### src/hw/rtl/clns_pkg.sv
package clns_pkg;

    localparam logic [4:0] OP_INIT        = 5'd0;
    localparam logic [4:0] OP_CHAR        = 5'd1;
    localparam logic [4:0] OP_CLEAR       = 5'd2;
    localparam logic [4:0] OP_HOME        = 5'd3;
    localparam logic [4:0] OP_CURSOR_ON   = 5'd4;
    localparam logic [4:0] OP_CURSOR_OFF  = 5'd5;
    localparam logic [4:0] OP_BLINK_ON    = 5'd6;
    localparam logic [4:0] OP_BLINK_OFF   = 5'd7;
    localparam logic [4:0] OP_DISPLAY_ON  = 5'd8;
    localparam logic [4:0] OP_DISPLAY_OFF = 5'd9;
    localparam logic [4:0] OP_BL_ON       = 5'd10;
    localparam logic [4:0] OP_BL_OFF      = 5'd11;
    localparam logic [4:0] OP_SHIFT_DR    = 5'd12;
    localparam logic [4:0] OP_SHIFT_DL    = 5'd13;
    localparam logic [4:0] OP_SHIFT_CR    = 5'd14;
    localparam logic [4:0] OP_SHIFT_CL    = 5'd15;
    localparam logic [4:0] OP_SET_CURSOR  = 5'd16;

    localparam logic CFG_LINE_COUNT  = 1'b0;
    localparam logic CFG_BUS_ADDRESS = 1'b1;

    localparam logic [7:0] CMD_CLEAR        = 8'h01;
    localparam logic [7:0] CMD_HOME         = 8'h03;
    localparam logic [7:0] CMD_ENTRY_MODE   = 8'h06;
    localparam logic [7:0] CMD_DISPLAY_CTRL = 8'h08;
    localparam logic [7:0] CMD_SHIFT_DR     = 8'h1C;
    localparam logic [7:0] CMD_SHIFT_DL     = 8'h18;
    localparam logic [7:0] CMD_SHIFT_CR     = 8'h14;
    localparam logic [7:0] CMD_SHIFT_CL     = 8'h10;
    localparam logic [7:0] CMD_FUNC_1LINE   = 8'h24;
    localparam logic [7:0] CMD_FUNC_2LINE   = 8'h28;
    localparam logic [7:0] CMD_SET_DDRAM    = 8'h80;
    localparam logic [7:0] INIT_WAKE        = 8'h30;
    localparam logic [7:0] INIT_4BIT        = 8'h20;

    localparam logic [2:0] DISP_ON     = 3'b100;
    localparam logic [2:0] DISP_CURSOR = 3'b010;
    localparam logic [2:0] DISP_BLINK  = 3'b001;
    localparam logic [2:0] DISP_INIT   = 3'b110;

    localparam logic [6:0] COL_MAX     = 7'd39;
    localparam logic [6:0] LINE2_BASE  = 7'h40;
    localparam logic [1:0] ONE_LINE    = 2'd1;

    localparam logic [15:0] PAUSE_POWER_UP = 16'd50000;
    localparam logic [15:0] PAUSE_INIT     = 16'd10000;
    localparam logic [15:0] PAUSE_EN_HIGH  = 16'd450;
    localparam logic [15:0] PAUSE_EN_LOW   = 16'd400;

    localparam int EN_POS = 2;
    localparam int BL_POS = 3;

    typedef enum logic [1:0] {
        JOB_INIT,
        JOB_VALUE,
        JOB_RAW
    } job_kind_t;

    typedef struct packed {
        job_kind_t  kind;
        logic [7:0] value;
        logic       rs;
        logic       bl;
    } job_t;

    typedef enum logic [2:0] {
        BK_IDLE,
        BK_LEAD,
        BK_WRITE,
        BK_GAP,
        BK_SINGLE
    } back_state_t;

endpackage

### src/hw/rtl/clns_ifs.sv
interface clns_cmd_if;
    logic       valid;
    logic       ready;
    logic [4:0] op;
    logic [7:0] char_code;
    logic [7:0] line_select;
    logic [7:0] column;

    modport source (output valid, op, char_code, line_select, column, input ready);
    modport sink (input valid, op, char_code, line_select, column, output ready);
endinterface

interface clns_item_if;
    logic        valid;
    logic        ready;
    logic        is_pause;
    logic [7:0]  bus_byte;
    logic [15:0] pause_us;
    logic [6:0]  target_address;
    logic        last;

    modport source (output valid, is_pause, bus_byte, pause_us, target_address, last,
                    input ready);
    modport sink (input valid, is_pause, bus_byte, pause_us, target_address, last,
                  output ready);
endinterface

### src/hw/rtl/clns_front.sv
module clns_front
    import clns_pkg::*;
(
    input  logic          clk,
    input  logic          rst_n,
    clns_cmd_if.sink      cmd,
    input  logic [1:0]    line_count,
    input  logic          q_full,
    output logic          q_push,
    output job_t          q_job
);

    logic [2:0] display_bits_reg;
    logic [2:0] display_bits_next;
    logic       backlight_reg;
    logic       backlight_next;
    logic       accept;
    logic       known;
    logic       ctrl;
    logic [2:0] dbit;
    logic [6:0] col_clamped;
    logic [6:0] pos;
    logic       line2;

    assign cmd.ready = !q_full;
    assign accept    = cmd.valid && !q_full;
    assign q_push    = accept && known;

    assign col_clamped = (cmd.column > {1'b0, COL_MAX}) ? COL_MAX : cmd.column[6:0];
    assign line2       = (line_count != ONE_LINE) && (cmd.line_select >= 8'd2);
    assign pos         = col_clamped + (line2 ? LINE2_BASE : 7'd0);

    always_comb
    begin
        display_bits_next = display_bits_reg;
        backlight_next    = backlight_reg;
        known             = 1'b1;
        ctrl              = 1'b0;
        dbit              = DISP_ON;
        q_job.kind        = JOB_VALUE;
        q_job.value       = 8'd0;
        q_job.rs          = 1'b0;
        q_job.bl          = backlight_reg;
        case (cmd.op)
            OP_INIT:
            begin
                backlight_next    = 1'b1;
                display_bits_next = DISP_INIT;
                q_job.kind        = JOB_INIT;
                q_job.value       = (line_count == ONE_LINE) ? CMD_FUNC_1LINE : CMD_FUNC_2LINE;
                q_job.bl          = 1'b1;
            end
            OP_CHAR:
            begin
                q_job.value = cmd.char_code;
                q_job.rs    = 1'b1;
            end
            OP_CLEAR:    q_job.value = CMD_CLEAR;
            OP_HOME:     q_job.value = CMD_HOME;
            OP_CURSOR_ON, OP_CURSOR_OFF:
            begin
                ctrl = 1'b1;
                dbit = DISP_CURSOR;
            end
            OP_BLINK_ON, OP_BLINK_OFF:
            begin
                ctrl = 1'b1;
                dbit = DISP_BLINK;
            end
            OP_DISPLAY_ON, OP_DISPLAY_OFF:
            begin
                ctrl = 1'b1;
                dbit = DISP_ON;
            end
            OP_BL_ON, OP_BL_OFF:
            begin
                backlight_next = !cmd.op[0];
                q_job.kind     = JOB_RAW;
                q_job.bl       = !cmd.op[0];
            end
            OP_SHIFT_DR: q_job.value = CMD_SHIFT_DR;
            OP_SHIFT_DL: q_job.value = CMD_SHIFT_DL;
            OP_SHIFT_CR: q_job.value = CMD_SHIFT_CR;
            OP_SHIFT_CL: q_job.value = CMD_SHIFT_CL;
            OP_SET_CURSOR: q_job.value = CMD_SET_DDRAM | {1'b0, pos};
            default:     known = 1'b0;
        endcase
        if (ctrl)
        begin
            display_bits_next = cmd.op[0] ? (display_bits_reg & ~dbit)
                                          : (display_bits_reg | dbit);
            q_job.value       = CMD_DISPLAY_CTRL | {5'd0, display_bits_next};
        end
    end

    always_ff @(posedge clk or negedge rst_n)
    begin
        if (!rst_n)
        begin
            display_bits_reg <= 3'd0;
            backlight_reg    <= 1'b0;
        end
        else if (accept)
        begin
            display_bits_reg <= display_bits_next;
            backlight_reg    <= backlight_next;
        end
    end

endmodule

### src/hw/rtl/clns_queue.sv
module clns_queue
    import clns_pkg::*;
#(
    parameter int DEPTH = 2
)
(
    input  logic clk,
    input  logic rst_n,
    input  logic push,
    input  job_t push_job,
    output logic full,
    input  logic pop,
    output logic head_valid,
    output job_t head_job
);

    localparam int AW = (DEPTH > 1) ? $clog2(DEPTH) : 1;
    localparam int CW = $clog2(DEPTH + 1);

    job_t          entry_reg [DEPTH];
    logic [AW-1:0] wr_ptr_reg;
    logic [AW-1:0] rd_ptr_reg;
    logic [CW-1:0] count_reg;
    logic          do_push;
    logic          do_pop;

    assign full       = (count_reg == CW'(DEPTH));
    assign head_valid = (count_reg != '0);
    assign head_job   = entry_reg[rd_ptr_reg];
    assign do_push    = push && !full;
    assign do_pop     = pop && head_valid;

    always_ff @(posedge clk)
    begin
        if (do_push)
        begin
            entry_reg[wr_ptr_reg] <= push_job;
        end
    end

    always_ff @(posedge clk or negedge rst_n)
    begin
        if (!rst_n)
        begin
            wr_ptr_reg <= '0;
            rd_ptr_reg <= '0;
            count_reg  <= '0;
        end
        else
        begin
            if (do_push)
            begin
                wr_ptr_reg <= (wr_ptr_reg == AW'(DEPTH - 1)) ? '0 : wr_ptr_reg + 1'b1;
            end
            if (do_pop)
            begin
                rd_ptr_reg <= (rd_ptr_reg == AW'(DEPTH - 1)) ? '0 : rd_ptr_reg + 1'b1;
            end
            if (do_push && !do_pop)
            begin
                count_reg <= count_reg + 1'b1;
            end
            else if (do_pop && !do_push)
            begin
                count_reg <= count_reg - 1'b1;
            end
        end
    end

endmodule

### src/hw/rtl/clns_back.sv
module clns_back
    import clns_pkg::*;
(
    input  logic         clk,
    input  logic         rst_n,
    input  logic         q_valid,
    input  job_t         q_job,
    output logic         q_pop,
    input  logic [6:0]   bus_address,
    clns_item_if.source  item
);

    localparam logic [1:0] WR_SETUP = 2'd0;
    localparam logic [1:0] WR_PULSE = 2'd1;
    localparam logic [1:0] WR_HOLD  = 2'd2;
    localparam logic [2:0] GRP_LAST = 3'd7;

    back_state_t st_reg;
    back_state_t st_next;
    job_t        job_reg;
    job_t        job_next;
    logic [2:0]  grp_reg;
    logic [2:0]  grp_next;
    logic        nib_reg;
    logic        nib_next;
    logic [1:0]  wr_reg;
    logic [1:0]  wr_next;

    logic        out_valid_reg;
    logic        out_pause_reg;
    logic [7:0]  out_byte_reg;
    logic [15:0] out_us_reg;
    logic [6:0]  out_addr_reg;
    logic        out_last_reg;

    logic        advance;
    logic        emit;
    logic        i_pause;
    logic [7:0]  i_byte;
    logic [15:0] i_us;
    logic        i_last;
    logic [7:0]  val;
    logic [3:0]  nib_bits;
    logic [7:0]  base;
    logic        single_nib;
    logic        final_nib;

    assign advance = !out_valid_reg || item.ready;

    always_comb
    begin
        val = job_reg.value;
        if (job_reg.kind == JOB_INIT)
        begin
            if (!grp_reg[2])
            begin
                val = (grp_reg[1:0] == 2'd3) ? INIT_4BIT : INIT_WAKE;
            end
            else
            begin
                case (grp_reg[1:0])
                    2'd0:    val = job_reg.value;
                    2'd1:    val = CMD_DISPLAY_CTRL | {5'd0, DISP_INIT};
                    2'd2:    val = CMD_CLEAR;
                    default: val = CMD_ENTRY_MODE;
                endcase
            end
        end
    end

    assign single_nib = (job_reg.kind == JOB_INIT) && !grp_reg[2];
    assign final_nib  = single_nib || nib_reg;
    assign nib_bits   = nib_reg ? val[3:0] : val[7:4];
    assign base       = {nib_bits, job_reg.bl, 2'b00, job_reg.rs};

    always_comb
    begin
        st_next  = st_reg;
        job_next = job_reg;
        grp_next = grp_reg;
        nib_next = nib_reg;
        wr_next  = wr_reg;
        q_pop    = 1'b0;
        emit     = 1'b0;
        i_pause  = 1'b0;
        i_byte   = 8'd0;
        i_us     = 16'd0;
        i_last   = 1'b0;
        case (st_reg)
            BK_IDLE:
            begin
                if (q_valid)
                begin
                    q_pop    = 1'b1;
                    job_next = q_job;
                    grp_next = 3'd0;
                    nib_next = 1'b0;
                    wr_next  = WR_SETUP;
                    case (q_job.kind)
                        JOB_INIT: st_next = BK_LEAD;
                        JOB_RAW:  st_next = BK_SINGLE;
                        default:  st_next = BK_WRITE;
                    endcase
                end
            end
            BK_LEAD:
            begin
                emit    = 1'b1;
                i_pause = 1'b1;
                i_us    = PAUSE_POWER_UP;
                if (advance)
                begin
                    st_next = BK_WRITE;
                end
            end
            BK_WRITE:
            begin
                emit = 1'b1;
                case (wr_reg)
                    WR_PULSE:
                    begin
                        i_byte = base | (8'd1 << EN_POS);
                        i_us   = PAUSE_EN_HIGH;
                    end
                    WR_HOLD:
                    begin
                        i_byte = base;
                        i_us   = PAUSE_EN_LOW;
                    end
                    default:
                    begin
                        i_byte = base;
                        i_us   = 16'd0;
                    end
                endcase
                i_last = (job_reg.kind != JOB_INIT) && final_nib && (wr_reg == WR_HOLD);
                if (advance)
                begin
                    if (wr_reg != WR_HOLD)
                    begin
                        wr_next = wr_reg + 2'd1;
                    end
                    else
                    begin
                        wr_next = WR_SETUP;
                        if (!final_nib)
                        begin
                            nib_next = 1'b1;
                        end
                        else
                        begin
                            nib_next = 1'b0;
                            st_next  = (job_reg.kind == JOB_INIT) ? BK_GAP : BK_IDLE;
                        end
                    end
                end
            end
            BK_GAP:
            begin
                emit    = 1'b1;
                i_pause = 1'b1;
                i_us    = PAUSE_INIT;
                i_last  = (grp_reg == GRP_LAST);
                if (advance)
                begin
                    if (grp_reg == GRP_LAST)
                    begin
                        st_next = BK_IDLE;
                    end
                    else
                    begin
                        grp_next = grp_reg + 3'd1;
                        st_next  = BK_WRITE;
                    end
                end
            end
            BK_SINGLE:
            begin
                emit   = 1'b1;
                i_byte = {7'd0, job_reg.bl} << BL_POS;
                i_last = 1'b1;
                if (advance)
                begin
                    st_next = BK_IDLE;
                end
            end
            default: st_next = BK_IDLE;
        endcase
    end

    always_ff @(posedge clk or negedge rst_n)
    begin
        if (!rst_n)
        begin
            st_reg        <= BK_IDLE;
            grp_reg       <= 3'd0;
            nib_reg       <= 1'b0;
            wr_reg        <= WR_SETUP;
            out_valid_reg <= 1'b0;
        end
        else
        begin
            st_reg  <= st_next;
            grp_reg <= grp_next;
            nib_reg <= nib_next;
            wr_reg  <= wr_next;
            if (emit && advance)
            begin
                out_valid_reg <= 1'b1;
            end
            else if (item.ready)
            begin
                out_valid_reg <= 1'b0;
            end
        end
    end

    always_ff @(posedge clk)
    begin
        job_reg <= job_next;
        if (emit && advance)
        begin
            out_pause_reg <= i_pause;
            out_byte_reg  <= i_byte;
            out_us_reg    <= i_us;
            out_addr_reg  <= i_pause ? 7'd0 : bus_address;
            out_last_reg  <= i_last;
        end
    end

    assign item.valid          = out_valid_reg;
    assign item.is_pause       = out_pause_reg;
    assign item.bus_byte       = out_byte_reg;
    assign item.pause_us       = out_us_reg;
    assign item.target_address = out_addr_reg;
    assign item.last           = out_last_reg;

endmodule

### src/hw/rtl/char_lcd_nibble_sequencer.sv
// The first result of a command passes through the queue, the sequencer state
// register and the output register. Throughput: one result per cycle while
// item.ready holds; a command holds the expander sequencer for 1 result (backlight),
// 6 (byte, set cursor) or 45 (init); the queue holds QUEUE_DEPTH commands meanwhile.
// Reset: sequencer idle, queue empty, display bits and backlight cleared,
// line_count = 2, bus_address = 0.
module char_lcd_nibble_sequencer
    import clns_pkg::*;
#(
    parameter int QUEUE_DEPTH = 2
)
(
    input  logic        clk,
    input  logic        rst_n,
    input  logic        cfg_we,
    input  logic        cfg_index,
    input  logic [6:0]  cfg_data,
    clns_cmd_if.sink    cmd,
    clns_item_if.source item
);

    logic [1:0] line_count_reg;
    logic [6:0] bus_address_reg;
    logic       q_full;
    logic       q_push;
    job_t       q_push_job;
    logic       q_pop;
    logic       q_valid;
    job_t       q_head;

    always_ff @(posedge clk or negedge rst_n)
    begin
        if (!rst_n)
        begin
            line_count_reg  <= 2'd2;
            bus_address_reg <= 7'd0;
        end
        else if (cfg_we)
        begin
            case (cfg_index)
                CFG_LINE_COUNT:  line_count_reg  <= cfg_data[1:0];
                CFG_BUS_ADDRESS: bus_address_reg <= cfg_data;
                default:         line_count_reg  <= line_count_reg;
            endcase
        end
    end

    clns_front u_front (
        .clk        (clk),
        .rst_n      (rst_n),
        .cmd        (cmd),
        .line_count (line_count_reg),
        .q_full     (q_full),
        .q_push     (q_push),
        .q_job      (q_push_job)
    );

    clns_queue #(
        .DEPTH (QUEUE_DEPTH)
    ) u_queue (
        .clk        (clk),
        .rst_n      (rst_n),
        .push       (q_push),
        .push_job   (q_push_job),
        .full       (q_full),
        .pop        (q_pop),
        .head_valid (q_valid),
        .head_job   (q_head)
    );

    clns_back u_back (
        .clk         (clk),
        .rst_n       (rst_n),
        .q_valid     (q_valid),
        .q_job       (q_head),
        .q_pop       (q_pop),
        .bus_address (bus_address_reg),
        .item        (item)
    );

endmodule

### src/flat_wrapper.sv
// flat-port wrapper written by rule: the top's interface ports become plain ports
module char_lcd_nibble_sequencer_flat import clns_pkg::*;
#(
    parameter int QUEUE_DEPTH = 2
)
  (clk, rst_n, cfg_we, cfg_index, cfg_data, cmd_valid, cmd_op, cmd_char_code, cmd_line_select, cmd_column, cmd_ready, item_valid, item_is_pause, item_bus_byte, item_pause_us, item_target_address, item_last, item_ready);
  clns_cmd_if cmd_i ();
  clns_item_if item_i ();
  input  logic clk;
  input  logic rst_n;
  input  logic cfg_we;
  input  logic cfg_index;
  input  logic [6:0] cfg_data;
  input wire logic [$bits(cmd_i.valid)-1:0] cmd_valid;
  input wire logic [$bits(cmd_i.op)-1:0] cmd_op;
  input wire logic [$bits(cmd_i.char_code)-1:0] cmd_char_code;
  input wire logic [$bits(cmd_i.line_select)-1:0] cmd_line_select;
  input wire logic [$bits(cmd_i.column)-1:0] cmd_column;
  output wire logic [$bits(cmd_i.ready)-1:0] cmd_ready;
  output wire logic [$bits(item_i.valid)-1:0] item_valid;
  output wire logic [$bits(item_i.is_pause)-1:0] item_is_pause;
  output wire logic [$bits(item_i.bus_byte)-1:0] item_bus_byte;
  output wire logic [$bits(item_i.pause_us)-1:0] item_pause_us;
  output wire logic [$bits(item_i.target_address)-1:0] item_target_address;
  output wire logic [$bits(item_i.last)-1:0] item_last;
  input wire logic [$bits(item_i.ready)-1:0] item_ready;
  assign cmd_i.valid = cmd_valid;
  assign cmd_i.op = cmd_op;
  assign cmd_i.char_code = cmd_char_code;
  assign cmd_i.line_select = cmd_line_select;
  assign cmd_i.column = cmd_column;
  assign cmd_ready = cmd_i.ready;
  assign item_valid = item_i.valid;
  assign item_is_pause = item_i.is_pause;
  assign item_bus_byte = item_i.bus_byte;
  assign item_pause_us = item_i.pause_us;
  assign item_target_address = item_i.target_address;
  assign item_last = item_i.last;
  assign item_i.ready = item_ready;
  char_lcd_nibble_sequencer #(.QUEUE_DEPTH(QUEUE_DEPTH)) u_core (.clk(clk), .rst_n(rst_n), .cfg_we(cfg_we), .cfg_index(cfg_index), .cfg_data(cfg_data), .cmd(cmd_i), .item(item_i));
endmodule
### config.mk
export PLATFORM = sky130hd
export DESIGN_NAME = char_lcd_nibble_sequencer_flat
export DESIGN_NICKNAME = d
export VERILOG_FILES = /design/src/hw/rtl/clns_pkg.sv /design/src/hw/rtl/clns_ifs.sv /design/src/hw/rtl/clns_front.sv /design/src/hw/rtl/clns_queue.sv /design/src/hw/rtl/clns_back.sv /design/src/hw/rtl/char_lcd_nibble_sequencer.sv /design/src/flat_wrapper.sv
export SDC_FILE = /design/constraint.sdc
export NUM_CORES = 1
export LEC_CHECK = 0
export ABC_AREA = 1
export ABC_CLOCK_PERIOD_IN_PS = 2300
export BUFFER_PORTS_ARGS = -buffer_cell sky130_fd_sc_hd__buf_4
export CAP_MARGIN = 40
export CORE_MARGIN = 2
export CORE_UTILIZATION = 25
export CTS_CLUSTER_SIZE = 25
export DETAILED_ROUTE_END_ITERATION = 6
export SYNTH_ARGS = -nofsm -noshare
export SYNTH_HDL_FRONTEND = slang
export SYNTH_SLANG_ARGS = --single-unit
### constraint.sdc
create_clock -name clk -period 2.3 [get_ports clk]
set_input_delay 0.46 -clock clk [delete_from_list [all_inputs] [get_ports clk]]
set_output_delay 0.46 -clock clk [all_outputs]
set_load 0.005 [all_outputs]
# Word-level counts from Yosys, hierarchy flattened
# Memories as Yosys holds them, arrays and structs flattened.
# Cells that the tools add are included.
# Widths: inputs -> output; s select.
dict set report totals {
  n_memories 1
  elab_cells 180
  out_inout_bits 35
  input_bits 42
  regBits 72
  ramBits 24
}
# memory depth word_bits rd rd_ports_with_merged_regs write_ports line_no
set mem_list {}
lappend mem_list {u_core.u_queue.entry_reg 2 12 1 0 1 clns_queue.sv:20} ;# job_t entry_reg [DEPTH];
dict set report op_classes {
  reduce_logical 46
  n_addsub 7
  n_mux 60
  n_bitwise 4
  magnitude_cmp 2
  n_eq_ne 39
}
# operator n
set ops {}
lappend ops {{$pmux 8 s9} 1}
lappend ops {{$pmux 16 s3} 1}
lappend ops {{$mux 3} 14}
lappend ops {{$eq 5x4->1 const B} 8}
lappend ops {{$mux 8} 3}
lappend ops {{$pmux 8 s3} 1}
lappend ops {{$eq 5x3->1 const B} 4}
lappend ops {{$pmux 3 s2} 3}
lappend ops {{$pmux 9 s2} 1}
lappend ops {{$mux 1} 17}
lappend ops {{$reduce_or 17->1} 1}
lappend ops {{$ne 2x2->1 const B} 8}
lappend ops {{$pmux 8 s2} 1}
lappend ops {{$pmux 3 s5} 1}
lappend ops {{$mux 2} 7}
lappend ops {{$mux 7} 2}
lappend ops {{$reduce_bool 2->1} 7}
lappend ops {{$logic_and 1x1->1} 11}
lappend ops {{$eq 2x2->1 const B} 5}
lappend ops {{$eq 5x2->1 const B} 2}
lappend ops {{$ge 8x2->1 const B} 1}
lappend ops {{$gt 8x6->1 const B} 1}
lappend ops {{$mux 4} 2}
lappend ops {{$pmux 2 s2} 2}
lappend ops {{31 further kinds} 54}

# Depth between registers and ports, before layout
dict set report logic_depth {
  ltp_word 9
  ltp_mapped 9
  depth_no_buf 9
}

# Cells and area by module
# From an unflattened synthesis, not the netlist that was laid out.
dict set report hier_totals {
  cells_unflattened 473
  hier_area_um2 4388.0
}
# mod instances cells_per_inst seq_area_each_um2 area_per_inst_um2
set by_module_without_submodules {}
lappend by_module_without_submodules {clns_back 1 222 1301.2 2209.6}
lappend by_module_without_submodules {clns_queue 1 94 820.8 1117.3}
lappend by_module_without_submodules {clns_front 1 116 100.1 693.2}
lappend by_module_without_submodules {char_lcd_nibble_sequencer 1 41 226.5 367.9}

# Worst setup path before layout
# OpenSTA, ideal clock, no wires.
dict set report synth_path {
  path_type {input to register}
  startpoint {input cmd_op[4]}
  endpoint {memory u_core.u_queue.entry_reg[1][0] (netlist bit) (enable)}
  cell_stages 4
  n_path_buf 1
  setup_slack_ns 0.244
  arrival_ns 1.659
  t_required_ns 1.904
  setup_ns 0.396
  path_cell_list {inv_1 buf_2 a41oi_1 nor3_1}
}
dict set report synth_via {
  elab_chain_cells 7
  elab_cells_between_ends 23
  cone_classes {eq/ne: 16; mux: 3; reduce/logical: 4}
}
# element line_no
set synth_rtl {}
lappend synth_rtl {{from (decl)} flat_wrapper.sv:15} ;# input wire logic [$bits(cmd_i.op)-1:0] cmd_op;
lappend synth_rtl {{$eq 5x4->1, or another cell as far along} clns_front.sv:44} ;# case (cmd.op)
lappend synth_rtl {{$reduce_or 17->1 (no source line) *} n/a}
lappend synth_rtl {{$mux 1 *} clns_front.sv:44}
lappend synth_rtl {{$logic_and 1x1->1 *} clns_front.sv:27} ;# assign q_push = accept && known;
lappend synth_rtl {{$logic_and 1x1->1 *} clns_queue.sv:30} ;# assign do_push = push && !full;
lappend synth_rtl {{$mux 1 *} clns_queue.sv:35} ;# if (do_push)
lappend synth_rtl {{$mux 1 (implied by the code) *} clns_queue.sv:37} ;# entry_reg[wr_ptr_reg] <= push_job;
lappend synth_rtl {{to (decl)} clns_queue.sv:20}
# Every way passes the cells marked *; elsewhere a longest branch is shown, timed or not.

# Worst setup path in the final report
dict set report layout_path {
  startpoint {register u_core.u_back.grp_reg[0]}
  endpoint {register u_core.u_back.out_byte_reg[7], in the netlist u_core.u_back.item.bus_byte[7], data pin}
}
dict set report layout_via {
  elab_chain_cells 6
  elab_cells_between_ends 8
  cone_classes {eq/ne: 2; mux: 5; reduce/logical: 1}
}
# element line_no
set layout_rtl {}
lappend layout_rtl {{from (decl)} clns_back.sv:22} ;# logic [2:0] grp_reg;
lappend layout_rtl {{from (signal assigned)} clns_back.sv:204} ;# grp_reg <= grp_next;
lappend layout_rtl {{$eq 2x2->1, or another cell as far along} clns_back.sv:61} ;# case (grp_reg[1:0])
lappend layout_rtl {{$pmux 8 s3 *} clns_back.sv:61}
lappend layout_rtl {{$mux 8 *} clns_back.sv:55} ;# if (!grp_reg[2])
lappend layout_rtl {{$mux 8 *} clns_back.sv:53} ;# if (job_reg.kind == JOB_INIT)
lappend layout_rtl {{$mux 4 *} clns_back.sv:73} ;# assign nib_bits = nib_reg ? val[3:0] : val[7:4];
lappend layout_rtl {{$pmux 8 s2 *} clns_back.sv:89} ;# case (st_reg)
lappend layout_rtl {{named net u_core.u_back.i_byte[7]} clns_back.sv:39} ;# logic [7:0] i_byte;
lappend layout_rtl {{to (signal assigned)} clns_back.sv:224} ;# out_byte_reg <= i_byte;
lappend layout_rtl {{to (decl)} clns_back.sv:31} ;# logic [7:0] out_byte_reg;
# The timed path passes the listed nets; every way through them passes the cells marked *.
# A chain may end at the register's enable or synchronous reset.

==> flow_summary.yaml <==
synth:
  synth_seq_cells: 86
  ys_seq_area_frac: 0.587
  ys_types: 40
  synth_area_per_cell_um2: 9.70
  synthCells: 430
  synth-edff-count: 59
  syn_area_mm2: 0.00417
  ys_warn_count: 0
  async_reset_ff_frac: 0.314
  synth_ff_type: "edfxtp_1"
layout:
  largest_reg_flops: 24
  insertedDiodeCount: 0
  nets: 556
  layout_commonest_cell: "nand2_1"
  syn2layout_area_growth_pct: 24.9
  layout-drive-gt1-share: 0.235
  final_cell_mix: "nand2_1 (107), buf_4 (73), edfxtp_1 (59)"
clocking:
  path_clk_slew_ns: 0.06
  cts_sinks: 86
  cts_resized: 0
  hold_buffers: 0
  htreeDepth: 3
  cts_tree: "built"
  cts-root-buf: "clkbuf_16"
  clock_path_buffers: 2
  post-cts-setup-buffers: 0
  cts_buffers: 9
  clkLatencyLatePin_ns: 0.35
timing:
  finalHoldViolCount: 0
  hold-worst-slack_ns: 0.0386
  rsz0062_at_grt: "false"
  finalCriticalPeriod_ns: 1.83
  skew_ns: 0.00674
  setup_viol: 0
  finalSetupTns_ns: 0
  report.final.slew_viol_count: 0
  fin_crit_sh: 0.798
  clock.fmax_mhz: 545
die:
  row_count: 47
  ios: 77
  dieArea_mm2: 0.0177
  start_util: 0.253
  die_h_um: 133
  fp.coreArea_mm2: 0.0165
  fp.dieW_um: 133
outcome:
  status: "complete, no violations"
drt:
  viasPerCell: 4.23
  final_antenna_net_count: 0
  drt_iter0_markers: 187
  drc: 0
  wirelength_um: 9090
  vias: 3086
  detail_route.wl_per_cell_um: 12.5
  dr.pass1.iters: 4
setup_path:
  cp.required_ns: 2.44
  crit_chain: "inv_1 -> ha_1 -> inv_1 -> o21ai_0 -> a21oi_1 -> a211oi_1"
  crit_path_start: "u_core.u_back.grp_reg[0]"
  critPathTopFamily: "compound AO/OA/AOI/OAI gates"
  crit_path_end_kind: "register"
  slowest_stage: "dfrtp_1"
  critical_path.max_stage_delay_ns: 0.44
  worstPathArrival_ns: 1.98
  timing.rr.start: "u_core.u_back.grp_reg[0]"
  path_max_fanout: 6
  critPathKind: "reg -> reg"
  path_buf_inv: 2
  startpoint_type: "register"
  crit_path_frequent_cell: "inv_1"
global_route:
  grt_start_max_net_pins: 28
  grt_pass1_wl_um: 14900
  grt_pass1_vias: 3077
  antenna_found_initial: 0
  grt.overflow.total: 0
  grt_usage: 0.107
placed_design:
  port_buffers: 68
  dp_hpwl_um: 6900
  gp_congestion: 0.817
power_and_ir_drop:
  leakagePower_nw: 2.35
  pwr_density_cell_mw_per_mm2: 1220
  ir_worst_vdd_v: 0.000457
worst_hold_path:
  hp-class: "in -> async"
flow_run:
  maxCapViolCount: 0
==> power by group <==
part,switching (mW),internal (mW),leakage (nW),total [mW]
registers,0.275,2.38,0.897,2.66
clock network,0.615,0.843,0.142,1.46
logic,1.36,0.873,1.31,2.23
==> metrics by stage <==
step	cells	area [um2]	setup WS, ns	util	power [mW]
CTS	730	5210	0.513	0.316	6.43
detailed placement	714	4910	0.327	0.298	4.95
floorplan	436	4190	0.244	-	4.07
global placement	714	4910	0.306	0.298	4.86
global route	730	5210	0.342	0.316	6.79
finish	730	5210	0.465	0.316	6.34
==> cells by family (layout without fill, tap and decap cells) <==
logic type                 after synthesis  count (layout)  synth area share
DFF                                     86              86             0.587
and+or+nand+nor                        197             197             0.213
adders and majority gates                9               9            0.0270
buffers and inverters                   74             148            0.0777
AOI/OAI and AO/OA                       60              60            0.0879
other                                    1               7          0.000899
xor gates and xnor gates                 3               3           0.00630
==> Yosys cell counts (2+ instances only) <==
| cell | instances | area [um2] |
|---|---|---|
| a211oi_1 | 2 | 15.0 |
| nor2_1 | 30 | 113 |
| o21ai_2 | 2 | 17.5 |
| buf_4 | 10 | 75.1 |
| nand2_2 | 7 | 43.8 |
| inv_2 | 5 | 18.8 |
| clkbuf_1 | 3 | 11.3 |
| nand2_1 | 107 | 402 |
| xor2_1 | 2 | 17.5 |
| o21ai_1 | 6 | 30.0 |
| nor2_2 | 7 | 43.8 |
| edfxtp_1 | 59 | 1770 |
| o21ai_0 | 20 | 100 |
| ha_1 | 9 | 113 |
| nor2_4 | 4 | 45.0 |
| nor3_1 | 2 | 10.0 |
| nand2_4 | 3 | 33.8 |
| nand4_1 | 3 | 18.8 |
| a21oi_1 | 19 | 95.1 |
| dfrtp_1 | 26 | 651 |
| o21ai_4 | 2 | 32.5 |
| inv_1 | 54 | 203 |
| nand3_1 | 31 | 155 |
==> area by class of cell <==
class	count	area [um2]
clock buffer	9	225
clock inverter	7	71.3
fill	1728	11300
inverter	59	221
multi-input combinational	276	1420
sequential	86	2450
tap	220	275
timing repair buffer	73	548
==> final timing paths <==
kind | endpoint | slack (ns) | cells past startpoint
max | u_core.u_back.item.bus_byte[7] | 0.47 | 6
min reg2reg | u_core.line_count_reg[1] | 0.49 | 2
max reg2reg | u_core.u_back.item.bus_byte[7] | 0.47 | 6
min in group clk | u_core.bus_address_reg[2] | 0.36 | 3
min | u_core.u_back.wr_reg[0] | 0.04 | 1
max in group asynchronous | u_core.line_count_reg[1] | 1.94 | 1
==> per-layer routing <==
layer / track usage / wire [um] / vias up
met1: 0.136 / 4220 / 1446
met4: 0.0461 / 144 / 0
met2: 0.173 / 4270 / 73
met5: 0 / 0 / -
met3: 0.0274 / 463 / 12
li1: - / - / 1555
==> worst reg2reg max path, cell delays in order (launching register included) <==
cell and delay (ns):
dfrtp_1 0.44, inv_1 0.17, ha_1 0.28, inv_1 0.08
o21ai_0 0.30, a21oi_1 0.11, a211oi_1 0.26
Power figures use the tool's default switching activity.
